[src/assert_macros.svh]
// Assertion macros shared by the mouse report accumulator RTL.
// Each macro checks on the rising clock edge and is disabled while reset is low.
// The checks are compiled out when SYNTHESIS is defined.
`ifndef ASSERT_MACROS_SVH
`define ASSERT_MACROS_SVH

`ifndef SYNTHESIS

// Property must hold on every clock edge outside reset
`define ASSERT_PROP(label, clk, rst_n, prop) \
    label: assert property (@(posedge clk) disable iff (!rst_n) (prop)) \
        else $error("%m: property failed");

// Expression must never be true outside reset
`define ASSERT_NEVER(label, clk, rst_n, expr) \
    label: assert property (@(posedge clk) disable iff (!rst_n) !(expr)) \
        else $error("%m: forbidden condition seen");

`else

`define ASSERT_PROP(label, clk, rst_n, prop)
`define ASSERT_NEVER(label, clk, rst_n, expr)

`endif

`endif

[src/hmra_pkg.sv]
// Types and constants for the HID mouse report accumulator.
// No dependencies; imported by the core, the output buffer and the top level.
`timescale 1ns / 1ps
`default_nettype none

package hmra_pkg;

    // Action codes carried on the input tuser
    typedef enum logic [1:0] {
        ACT_MOVE   = 2'd0,
        ACT_WHEEL  = 2'd1,
        ACT_BUTTON = 2'd2,
        ACT_POLL   = 2'd3
    } t_action;

    localparam int unsigned XY_W     = 16;
    localparam int unsigned WHEEL_W  = 8;
    localparam int unsigned BTN_W    = 5;
    localparam int unsigned BTN_IDX_W = 3;

    localparam logic [BTN_IDX_W-1:0] BTN_LAST = 3'd4;

    localparam logic signed [XY_W-1:0]    XY_MAX    = 16'sd32767;
    localparam logic signed [XY_W-1:0]    XY_MIN    = -16'sd32767;
    localparam logic signed [WHEEL_W-1:0] WHEEL_MAX = 8'sd127;
    localparam logic signed [WHEEL_W-1:0] WHEEL_MIN = -8'sd127;

    localparam int unsigned IN_TDATA_W  = 48;
    localparam int unsigned OUT_TDATA_W = 48;
    localparam int unsigned IN_TUSER_W  = 2;

    // One input action, minus its action code
    typedef struct packed {
        logic                    pressed;
        logic [BTN_IDX_W-1:0]    button_index;
        logic signed [WHEEL_W-1:0] wheel_step;
        logic signed [XY_W-1:0]  step_y;
        logic signed [XY_W-1:0]  step_x;
    } t_action_in;

    // One report
    typedef struct packed {
        logic signed [WHEEL_W-1:0] sum_wheel;
        logic signed [XY_W-1:0]  sum_y;
        logic signed [XY_W-1:0]  sum_x;
        logic [BTN_W-1:0]        button_bits;
    } t_report;

endpackage

`default_nettype wire

[src/hmra_core.sv]
// Accumulator state and report decision for the HID mouse report accumulator.
// Depends on hmra_pkg and assert_macros.svh.
`timescale 1ns / 1ps
`default_nettype none
`include "assert_macros.svh"

module hmra_core (
    input  wire logic                i_clk,
    input  wire logic                i_rst_n,
    input  wire logic                i_fire,
    input  hmra_pkg::t_action        i_action,
    input  hmra_pkg::t_action_in     i_item,
    output logic                     o_rpt_valid,
    output hmra_pkg::t_report        o_rpt
);
    import hmra_pkg::*;

    logic [BTN_W-1:0]          r_buttons_now, n_buttons_now;
    logic [BTN_W-1:0]          r_buttons_sent, n_buttons_sent;
    logic signed [XY_W-1:0]    r_acc_x, n_acc_x;
    logic signed [XY_W-1:0]    r_acc_y, n_acc_y;
    logic signed [WHEEL_W-1:0] r_acc_wheel, n_acc_wheel;
    logic                      w_pending;

    // Add a step to an X/Y sum and clamp to the symmetric range
    function automatic logic signed [XY_W-1:0] sat_xy(
        input logic signed [XY_W-1:0] acc,
        input logic signed [XY_W-1:0] step
    );
        logic signed [XY_W:0] sum;
        sum = $signed({acc[XY_W-1], acc}) + $signed({step[XY_W-1], step});
        if (sum > $signed({XY_MAX[XY_W-1], XY_MAX})) begin
            return XY_MAX;
        end else if (sum < $signed({XY_MIN[XY_W-1], XY_MIN})) begin
            return XY_MIN;
        end
        return sum[XY_W-1:0];
    endfunction

    // Add a step to the wheel sum and clamp
    function automatic logic signed [WHEEL_W-1:0] sat_wheel(
        input logic signed [WHEEL_W-1:0] acc,
        input logic signed [WHEEL_W-1:0] step
    );
        logic signed [WHEEL_W:0] sum;
        sum = $signed({acc[WHEEL_W-1], acc}) + $signed({step[WHEEL_W-1], step});
        if (sum > $signed({WHEEL_MAX[WHEEL_W-1], WHEEL_MAX})) begin
            return WHEEL_MAX;
        end else if (sum < $signed({WHEEL_MIN[WHEEL_W-1], WHEEL_MIN})) begin
            return WHEEL_MIN;
        end
        return sum[WHEEL_W-1:0];
    endfunction

    // Something new to report since the last one
    assign w_pending = (r_acc_x != '0) || (r_acc_y != '0) || (r_acc_wheel != '0)
                    || (r_buttons_now != r_buttons_sent);

    // Report fields come straight from the current state
    assign o_rpt.button_bits = r_buttons_now;
    assign o_rpt.sum_x       = r_acc_x;
    assign o_rpt.sum_y       = r_acc_y;
    assign o_rpt.sum_wheel   = r_acc_wheel;

    // Next state for the accepted action
    always_comb begin
        n_buttons_now  = r_buttons_now;
        n_buttons_sent = r_buttons_sent;
        n_acc_x        = r_acc_x;
        n_acc_y        = r_acc_y;
        n_acc_wheel    = r_acc_wheel;
        o_rpt_valid    = 1'b0;
        if (i_fire) begin
            case (i_action)
                ACT_MOVE: begin
                    n_acc_x = sat_xy(r_acc_x, i_item.step_x);
                    n_acc_y = sat_xy(r_acc_y, i_item.step_y);
                end
                ACT_WHEEL: begin
                    n_acc_wheel = sat_wheel(r_acc_wheel, i_item.wheel_step);
                end
                ACT_BUTTON: begin
                    if (i_item.button_index <= BTN_LAST) begin
                        n_buttons_now[i_item.button_index] = i_item.pressed;
                    end
                end
                ACT_POLL: begin
                    if (w_pending) begin
                        o_rpt_valid    = 1'b1;
                        n_buttons_sent = r_buttons_now;
                        n_acc_x        = '0;
                        n_acc_y        = '0;
                        n_acc_wheel    = '0;
                    end
                end
                default: begin
                end
            endcase
        end
    end

    // Hold the accumulator state
    always_ff @(posedge i_clk) begin
        if (!i_rst_n) begin
            r_buttons_now  <= '0;
            r_buttons_sent <= '0;
            r_acc_x        <= '0;
            r_acc_y        <= '0;
            r_acc_wheel    <= '0;
        end else begin
            r_buttons_now  <= n_buttons_now;
            r_buttons_sent <= n_buttons_sent;
            r_acc_x        <= n_acc_x;
            r_acc_y        <= n_acc_y;
            r_acc_wheel    <= n_acc_wheel;
        end
    end

    `ASSERT_NEVER(a_x_in_range, i_clk, i_rst_n, r_acc_x < XY_MIN)
    `ASSERT_NEVER(a_wheel_in_range, i_clk, i_rst_n, r_acc_wheel < WHEEL_MIN)
    `ASSERT_PROP(a_clear_after_report, i_clk, i_rst_n, o_rpt_valid |=> !w_pending)
    `ASSERT_PROP(a_report_only_on_poll, i_clk, i_rst_n, o_rpt_valid |-> (i_fire && w_pending))

endmodule

`default_nettype wire

[src/hmra_skid.sv]
// Two-entry output buffer for reports: a main register and a skid register.
// Depends on hmra_pkg and assert_macros.svh.
`timescale 1ns / 1ps
`default_nettype none
`include "assert_macros.svh"

module hmra_skid (
    input  wire logic               i_clk,
    input  wire logic               i_rst_n,
    input  wire logic               i_valid,
    output logic                    o_ready,
    input  hmra_pkg::t_report       i_data,
    output logic                    o_valid,
    input  wire logic               i_ready,
    output hmra_pkg::t_report       o_data
);
    import hmra_pkg::*;

    logic    r_m_valid, n_m_valid;
    logic    r_s_valid, n_s_valid;
    t_report r_m_data, n_m_data;
    t_report r_s_data, n_s_data;

    // Upstream may push while the skid entry is empty
    assign o_ready = !r_s_valid;
    assign o_valid = r_m_valid;
    assign o_data  = r_m_data;

    // Refill main from skid or input, or park input in skid on a stall
    always_comb begin
        n_m_valid = r_m_valid;
        n_s_valid = r_s_valid;
        n_m_data  = r_m_data;
        n_s_data  = r_s_data;
        if (!r_m_valid || i_ready) begin
            if (r_s_valid) begin
                n_m_valid = 1'b1;
                n_m_data  = r_s_data;
                n_s_valid = 1'b0;
            end else begin
                n_m_valid = i_valid;
                n_m_data  = i_data;
            end
        end else if (i_valid && !r_s_valid) begin
            n_s_valid = 1'b1;
            n_s_data  = i_data;
        end
    end

    // Hold valid flags under reset; data registers need none
    always_ff @(posedge i_clk) begin
        if (!i_rst_n) begin
            r_m_valid <= 1'b0;
            r_s_valid <= 1'b0;
        end else begin
            r_m_valid <= n_m_valid;
            r_s_valid <= n_s_valid;
        end
    end

    always_ff @(posedge i_clk) begin
        r_m_data <= n_m_data;
        r_s_data <= n_s_data;
    end

    `ASSERT_PROP(a_skid_implies_main, i_clk, i_rst_n, r_s_valid |-> r_m_valid)
    `ASSERT_PROP(a_park_on_stall, i_clk, i_rst_n, (i_valid && o_ready && r_m_valid && !i_ready) |=> r_s_valid)
    `ASSERT_PROP(a_skid_drains, i_clk, i_rst_n, (r_s_valid && i_ready) |=> (r_m_valid && !r_s_valid))

endmodule

`default_nettype wire

[src/hid_mouse_report_accumulator.sv]
// Top level of the HID relative-mouse report accumulator.
// Depends on hmra_pkg, hmra_core and hmra_skid.
//
// Channel | Direction | Ports          | Contents
// --------+-----------+----------------+------------------------------------------
// actions | in        | s_axis_*       | tuser: action; tdata: step_x, step_y,
//         |           |                |   wheel_step, button_index, pressed
// reports | out       | m_axis_*       | tdata: button_bits, sum_x, sum_y, sum_wheel
//
// One action is taken every clock while s_axis_tready is high; the saturating adds
// and the report check settle in the cycle the action is accepted.
// A report is registered in the output buffer, parked in the skid entry on a stall.
// Reset (synchronous, active low) zeroes the sums and both button sets.
// A two-entry output buffer absorbs stalls; s_axis_tready drops only while
// both entries hold reports.
`timescale 1ns / 1ps
`default_nettype none

module hid_mouse_report_accumulator (
    input  wire logic                                 i_clk,
    input  wire logic                                 i_rst_n,
    input  wire logic                                 s_axis_tvalid,
    output logic                                      s_axis_tready,
    // [15:0] step_x, [31:16] step_y, [39:32] wheel_step,
    // [42:40] button_index, [43] pressed, [47:44] zero
    input  wire logic [hmra_pkg::IN_TDATA_W-1:0]      s_axis_tdata,
    // [1:0] action
    input  wire logic [hmra_pkg::IN_TUSER_W-1:0]      s_axis_tuser,
    output logic                                      m_axis_tvalid,
    input  wire logic                                 m_axis_tready,
    // [4:0] button_bits, [20:5] sum_x, [36:21] sum_y, [44:37] sum_wheel, [47:45] zero
    output logic [hmra_pkg::OUT_TDATA_W-1:0]          m_axis_tdata
);
    import hmra_pkg::*;

    localparam int unsigned ITEM_W = $bits(t_action_in);
    localparam int unsigned RPT_W  = $bits(t_report);

    logic       w_fire;
    logic       w_rpt_valid;
    t_action    w_action;
    t_action_in w_item;
    t_report    w_rpt;
    t_report    w_out;

    // Unpack the action transaction
    assign w_fire   = s_axis_tvalid && s_axis_tready;
    assign w_action = t_action'(s_axis_tuser);
    assign w_item   = t_action_in'(s_axis_tdata[ITEM_W-1:0]);

    hmra_core u_core (
        .i_clk       (i_clk),
        .i_rst_n     (i_rst_n),
        .i_fire      (w_fire),
        .i_action    (w_action),
        .i_item      (w_item),
        .o_rpt_valid (w_rpt_valid),
        .o_rpt       (w_rpt)
    );

    hmra_skid u_skid (
        .i_clk   (i_clk),
        .i_rst_n (i_rst_n),
        .i_valid (w_rpt_valid),
        .o_ready (s_axis_tready),
        .i_data  (w_rpt),
        .o_valid (m_axis_tvalid),
        .i_ready (m_axis_tready),
        .o_data  (w_out)
    );

    // Pack the report with zero fill
    assign m_axis_tdata = {{(OUT_TDATA_W-RPT_W){1'b0}}, w_out};

endmodule

`default_nettype wire
[config.mk]
export PLATFORM = sky130hd
export DESIGN_NAME = hid_mouse_report_accumulator
export DESIGN_NICKNAME = d
export VERILOG_FILES = /design/src/hmra_pkg.sv /design/src/hmra_core.sv /design/src/hmra_skid.sv /design/src/hid_mouse_report_accumulator.sv
export VERILOG_INCLUDE_DIRS = /design/src /design/src/src
export SDC_FILE = /design/constraint.sdc
export NUM_CORES = 1
export LEC_CHECK = 0
export BUFFER_PORTS_ARGS = -buffer_cell sky130_fd_sc_hd__buf_2
export CORE_MARGIN = 5
export CORE_UTILIZATION = 40
export DETAILED_ROUTE_END_ITERATION = 8
export GPL_TIMING_DRIVEN = 0
export PLACE_DENSITY_LB_ADDON = 0.3
export SLEW_MARGIN = 10
export SYNTH_ARGS = -nofsm -noshare
export SYNTH_HDL_FRONTEND = slang
export SYNTH_SLANG_ARGS = --single-unit
[constraint.sdc]
create_clock -name i_clk -period 6 [get_ports i_clk]
set_clock_uncertainty 0.15 [all_clocks]
set_input_delay 0.9 -clock i_clk [delete_from_list [all_inputs] [get_ports i_clk]]
set_output_delay 0.9 -clock i_clk [all_outputs]
set_load 0.05 [all_outputs]
Yosys cells after proc, flatten, opt, wreduce, memory -nomap -nowiden --
Index checks and enable logic that the tools add are counted.
Word-level totals: bits in read-only memories 0, memories 0, word-level logic and storage cells 89, bits in latches 0, flip-flop bits (word level) 142, bits in writable memories 0
Operators by class: order comparisons 9, eq/ne operators 5, $mul 0, mux-type cells 34, shift operators 0, divide/modulo/power cells 0, bitwise gates (word level) 2, reductions and logical operators 21, add/subtract/negate cells 3
Operators by type and width (number):
- 2-to-1 mux 16 bit | 7
- one-hot mux 16 bit (2 select lines) | 2
- 2-to-1 mux 45 bit | 1
- adder 16 x 16 -> 17 bit | 2
- greater-than comparator 17 x 16 -> 1 bit, second input constant | 2
- < comparator 17 x 16 -> 1 bit, second input constant | 2
- 2-to-1 mux 8 bit | 4
- nonzero test 16 bit | 2
- 2-to-1 mux 1 bit | 17
- one-hot mux 8 bit (2 select lines) | 1
- AND reduction 3 bit | 4
- adder 8 x 8 -> 9 bit | 1
- greater-than comparator 9 x 8 -> 1 bit, second input constant | 1
- < comparator 9 x 8 -> 1 bit, second input constant | 1
- nonzero test 8 bit | 1
- bitwise mux 5 bit | 1
- != test 5 bit | 1
- equality test 2 bit, second input constant | 2
- logical OR 1 bit | 4
- < comparator 3 x 4 -> 1 bit, second input constant | 1
- nonzero test 2 bit | 2
- demux 1 bit (select 3 bit) | 1
- >= comparator 3 x 1 -> 1 bit, second input constant | 1
- <= comparator 3 bit, second input constant | 1
- 8 further kinds | 12

Longest topological paths before layout --
depth in word-level cells 9, mapped depth 11

Hierarchy --
Synthesis repeated with hierarchy kept, for this count alone.
Second synthesis, totals: cell total of the unflattened synthesis 669, area, all modules 7609.8 µm²
By module, submodules not included:
- hmra_core | cells an instance 516, instances 1, area each 4179.0 µm²
- hmra_skid | cells an instance 148, instances 1, area each 3398.3 µm²
- hid_mouse_report_accumulator | cells an instance 5, instances 1, area each 32.5 µm²

Worst setup path after synthesis --
No wires, ideal clock.
kind in2reg, from input port s_axis_tvalid, to register u_skid.r_s_data[0] in the netlist's numbering, enable pin, slack 2.429 ns, setup time 0.407 ns, required time 5.443 ns, data arrival time 3.014 ns, stages 4, path through nand3_1 nor3b_1 clkbuf_1 and2_1
Between the ends: longest elaborated chain between the ends 4
Ends and longest elaborated chain:
- start: declaration | RTL line hid_mouse_report_accumulator.sv:22 | input wire logic s_axis_tvalid,
- logical AND 1 bit | RTL line hid_mouse_report_accumulator.sv:47 | assign w_fire = s_axis_tvalid && s_axis_tready;
- 2-to-1 mux 1 bit | RTL line hmra_core.sv:73 | if (i_fire) begin
- logical AND 1 bit | RTL line hmra_skid.sv:44 | end else if (i_valid && !r_s_valid) begin
- AND reduction 2 bit (no source line)
- end signal: assignment | RTL line hmra_skid.sv:63 | r_s_data <= n_s_data;
- end: declaration | RTL line hmra_skid.sv:22 | t_report r_s_data, n_s_data;
No other way between the ends. A chain may end at the register's enable or synchronous reset.

Worst setup path in the final report --
from input port s_axis_tdata[0] in the netlist's numbering, to register u_core.r_acc_x[12]
Between the ends: longest elaborated chain between the ends 8, elaborated cells between the ends (all ways) 10
Ends and longest elaborated chain:
- start: declaration | RTL line hid_mouse_report_accumulator.sv:26 | input wire logic [hmra_pkg::IN_TDATA_W-1:0] s_axis_tdata,
- adder 16 x 16 -> 17 bit * | RTL line hmra_core.sv:31 | sum = $signed({acc[XY_W-1], acc}) + $signed({step[XY_W-1], step});
- < comparator 17 x 16 -> 1 bit | RTL line hmra_core.sv:34 | end else if (sum < $signed({XY_MIN[XY_W-1], XY_MIN})) begin
- 2-to-1 mux 1 bit | RTL line hmra_core.sv:34
- 2-to-1 mux 1 bit | RTL line hmra_core.sv:32 | if (sum > $signed({XY_MAX[XY_W-1], XY_MAX})) begin
- 2-to-1 mux 1 bit | RTL line hmra_core.sv:74 | case (i_action)
- 2-to-1 mux 1 bit | RTL line hmra_core.sv:73
- 2-to-1 mux 16 bit * | RTL line hmra_core.sv:37 | return sum[XY_W-1:0];
- one-hot mux 16 bit (2 select lines) * | RTL line hmra_core.sv:74
- end signal: assignment | RTL line hmra_core.sv:113 | r_acc_x <= n_acc_x;
- end: declaration | RTL line hmra_core.sv:20 | logic signed [XY_W-1:0] r_acc_x, n_acc_x;
Every way passes the cells marked *; elsewhere a longest branch is shown, timed or not. The select of a mux whose other input is x is not followed.

==> impl_summary.md <==
Status
The run finished with clean final reports.

Clock network
The number of clock buffers inserted by TritonCTS is 17. The number of hold buffers added after CTS was 0. CTS saw 142 sinks.

The clock passes through at most 2 buffers. The H-tree was split into 4 levels. The root buffer cell is clkbuf_16. The count of buffers added by post-CTS timing repair for setup is 0. The clock insertion delay at the later pin of the skew report is approximately 0.42 ns.

TritonCTS built the clock tree. The clock-pin transition on the worst setup and hold timing paths is 0.06 ns. The number of instances resized during post-cts repair is 0.

Hold path
In this run the worst hold path is classified as register to register. Counting instances, the worst hold path has a depth of 2.

Final layout
The post-route cell area is about 0.009 sq mm. At the end of the flow, the number of nets in the layout was between 900 and 1000. The antenna diode instance count is 0. The growth of design area from synthesis to finish is 18.8%. Of the cells placed in the final design, the portion with a size suffix greater than 1 is between 20% and 30%.

Drt
The first-pass iteration count of the detailed router is 5. The per-cell routed wire length is between 15 and 20 um. The remaining number of nets flagged by the antenna check after routing is 0. The number of DRC markers after the initial detailed-route iteration is roughly 430. In the routed design, unresolved DRC markers number 0. The overall routed net length is 18500 um. The total number of vias is 5848. Dividing the detail-routed via count by the number of cells gives around 5.4.

Worst setup path
Tracing the worst setup path back leads to its startpoint at s_axis_tdata[0]. The library cell contributing the largest single delay on the critical path is o31ai_2. The kind of launch point of the worst setup path is a primary input. At the worst endpoint, the arrival time is 3.71 ns. For the worst flop-to-flop path, the logic depth is 9. The worst setup path is captured at a register.

The worst stage delay on the critical path is around 0.60 ns. The critical path goes through buf_2 -> ha_1 -> fa_1 -> a211oi_1 -> o31a_1 -> o22ai_1 -> o31ai_2 -> nor3_2 -> a21oi_1 -> o21ai_0 -> o21a_1. The reg2reg setup slack is around 2.7 ns. In this run the worst setup path terminates at u_core.r_acc_x[12]. The worst endpoint required time is ~6.2 ns. The endpoint identified for the worst register-to-register timing path is u_core.r_acc_x[1]. The critical path runs through a total of 11 cells. The count of buffer and inverter cells on the critical path is 1. The kind of cell with the highest combined delay on the critical path is compound AO/OA/AOI/OAI gates. Of all nets on the critical path, the largest fanout is 10. The worst register-to-register path begins at u_core.r_acc_x[6]. The critical path is of the primary input to register type.

Floorplanning
The die covers approximately 0.022 sq mm. The core region is between 0.015 and 0.02 sq mm. For this configuration, the core starts out at a cell density of 41.0%. The number of primary I/O pins is ~100. The die boundary width is between 100 and 150 um. The total number of placement rows is 50.

The die boundary height is around 150 um.

STA
After layout, the minimum clock period comes to 3.55 ns. The final hold violation count is 0. The maximum clock rate is approximately 280 MHz. The final critical path takes up 59.1% of the cycle. The max-slew violation count is 0. The count of final setup violators is 0. Setup repair after global routing left no endpoint under its margin. Headroom to the max-slew limit came out at 52.6%.

The summed negative setup slack over all endpoints is 0 ns. The measured slew at the worst slew-check pin is 0.708 ns.

Yosys
The netlist uses 75 different library cells. Yosys mapped a number of flops with a built-in enable equal to 90. The async set-or-reset flop fraction in the synthesized netlist is 0%. In the post-synthesis netlist, the biggest area contributors are edfxtp_1, dfxtp_1, mux2_2. The total of flip-flops plus latches after synthesis is between 100 and 150. Each instance of the synthesized netlist takes up on average 11.2 sq um. The proportion of synthesized chip area in sequential cells is between 40% and 50%. Counting every instance in the synthesized netlist gives roughly 690.

The cell type contributing the most total cell area after synthesis is edfxtp_1. The total standard cell area after synthesis is roughly 0.0077 sq mm. The top cell type's share of synthesized area is 34.9%. The flip-flop cell with the highest count after synthesis is edfxtp_1. The count of synthesis-stage warnings from yosys is 0.

GRT
The first global-routing pass estimated between 20000 and 30000 um of wire. Global routing used 16.7% of the available tracks. The number of global-route vias before repair is about 5500.

The number of antenna violations at the first check in global routing is 0. The maximum number of pins on one net before global-route repair is 38. For this run the aggregate overflow at the end of global routing stands at 0.

Power and ir drop
The leakage power figure is 3.95 nW. The overall power after layout is roughly 2.7 mW. The worst-case IR drop observed on VDD is approximately 0.18 mV. For this design the ratio of total power to cell area is between 200 and 300 mW/mm^2.

Job
The number of max-cap violations is 0.

Place
The sum of net half-perimeters after detailed placement is 13800 um. The placed standard-cell area is 0.00859 sq mm. The last weighted congestion value of the routability-driven placer is slightly below 0.9. The quantity of I/O buffers inserted on ports is 95.
==> worst min-delay path, delay by kind of cell, from the launching register on <==
kind / cells / cell delay [ns]
mux: 1 / 0.07
simple gates: 1 / 0.07
flops: 1 / 0.34
==> cells in the mapped netlist, types with 8 or more instances <==
cell type / instances
mux2i_1: 11
a21o_1: 22
a22o_1: 19
nor3_1: 15
ha_1: 40
edfxtp_1: 90
o21ai_0: 25
nor4_1: 13
nor2_1: 44
a21oi_1: 42
nand2_1: 34
a211oi_1: 9
o21a_1: 8
nand3_1: 13
dfxtp_1: 52
clkbuf_1: 16
nand4_1: 10
mux2_2: 45
o22ai_1: 9
xnor2_1: 22
xor2_1: 12
inv_1: 13
==> power by group <==
| group | internal [mW] | switching [mW] |
|---|---|---|
| Clock | 0.691 | 0.397 |
| Combinational | 0.182 | 0.330 |
| Sequential | 1.09 | 0.0383 |
==> layout by cell type, fill, tap and decap left out, types with 8 or more instances in the layout <==
| cell type | count |
|---|---|
| xnor2_1 | 22 |
| a21o_1 | 22 |
| nand2_1 | 34 |
| a21oi_1 | 42 |
| buf_2 | 102 |
| nand4_1 | 10 |
| clkbuf_16 | 17 |
| nor2_1 | 44 |
| o21ai_0 | 25 |
| mux2_2 | 45 |
| o21a_1 | 8 |
| edfxtp_1 | 90 |
| nor4_1 | 13 |
| xor2_1 | 12 |
| nor3_1 | 15 |
| a22o_1 | 19 |
| clkbuf_1 | 19 |
| o22ai_1 | 9 |
| mux2i_1 | 11 |
| inv_1 | 12 |
| nand3_1 | 13 |
| dfxtp_1 | 52 |
| a211oi_1 | 9 |
| ha_1 | 40 |
==> flip-flops by register name (all words and copies together) (netlist names) <==
register               count
u_skid.o_valid             1
u_skid.r_s_valid           1
u_core.r_acc_y            16
u_core.r_acc_x            16
u_core.r_acc_wheel         8
u_skid.o_data             45
u_core.r_buttons_sent      5
u_skid.r_s_data           45
u_core.r_buttons_now       5
==> how the worst min path moves through the flow <==
stage                                  start                        to  slack (ns)
floorplan                  u_core.r_acc_x[0]        u_skid.r_s_data[5]        0.32
global placement    u_core.r_buttons_sent[1]  u_core.r_buttons_sent[1]        0.35
detailed placement  u_core.r_buttons_sent[1]  u_core.r_buttons_sent[1]        0.36
CTS                 u_core.r_buttons_sent[1]  u_core.r_buttons_sent[1]        0.37
global route              u_core.r_acc_x[13]       u_skid.r_s_data[18]        0.39
finish              u_core.r_buttons_sent[1]  u_core.r_buttons_sent[1]        0.37
==> cell type report <==
cell class | count | area, sq um
Tap cell | 260 | 325
Fill cell | 1759 | 9700
Clock inverter | 12 | 169
Sequential cell | 142 | 3740
Inverter | 13 | 48.8
Timing Repair Buffer | 97 | 515
Multi-Input combinational cell | 511 | 3810
Clock buffer | 20 | 437
Buffer | 30 | 148
==> cell families after synthesis <==
group	count (synthesis)	share of synthesized area, %
muxes	56	7.97
DFF	142	48.4
xor gates and xnor gates	34	3.85
other	1	0.0485
and+or+nand+nor	182	12.3
adders and majority gates	43	7.24
AOI/OAI and AO/OA	193	17.7
buffers and inverters	43	2.54
==> per-stage QoR <==
stage | std cells | hold slack, ns | utilization [%] | setup slack [ns]
2_1_floorplan | 696 | 0.318 | - | 2.43
3_3_place_gp | 1051 | 0.345 | 45.2 | 1.36
3_5_place_dp | 1053 | 0.359 | 45.5 | 2.06
4_1_cts | 1085 | 0.373 | 48.7 | 2.49
5_1_grt | 1085 | 0.389 | 48.7 | 2.20
6_report | 1085 | 0.370 | 48.7 | 2.45
==> routing by layer <==
layer / vias to the layer above / share of wire, % / global-route usage (%)
met3: 18 / 4.2 / 3.34
li1: 2924 / - / -
met2: 128 / 45 / 25.9
met4: 0 / 1.5 / 5.40
met5: - / 0 / 0
met1: 2778 / 49 / 23.4
No activity file was read; power rests on OpenSTA's default activity.
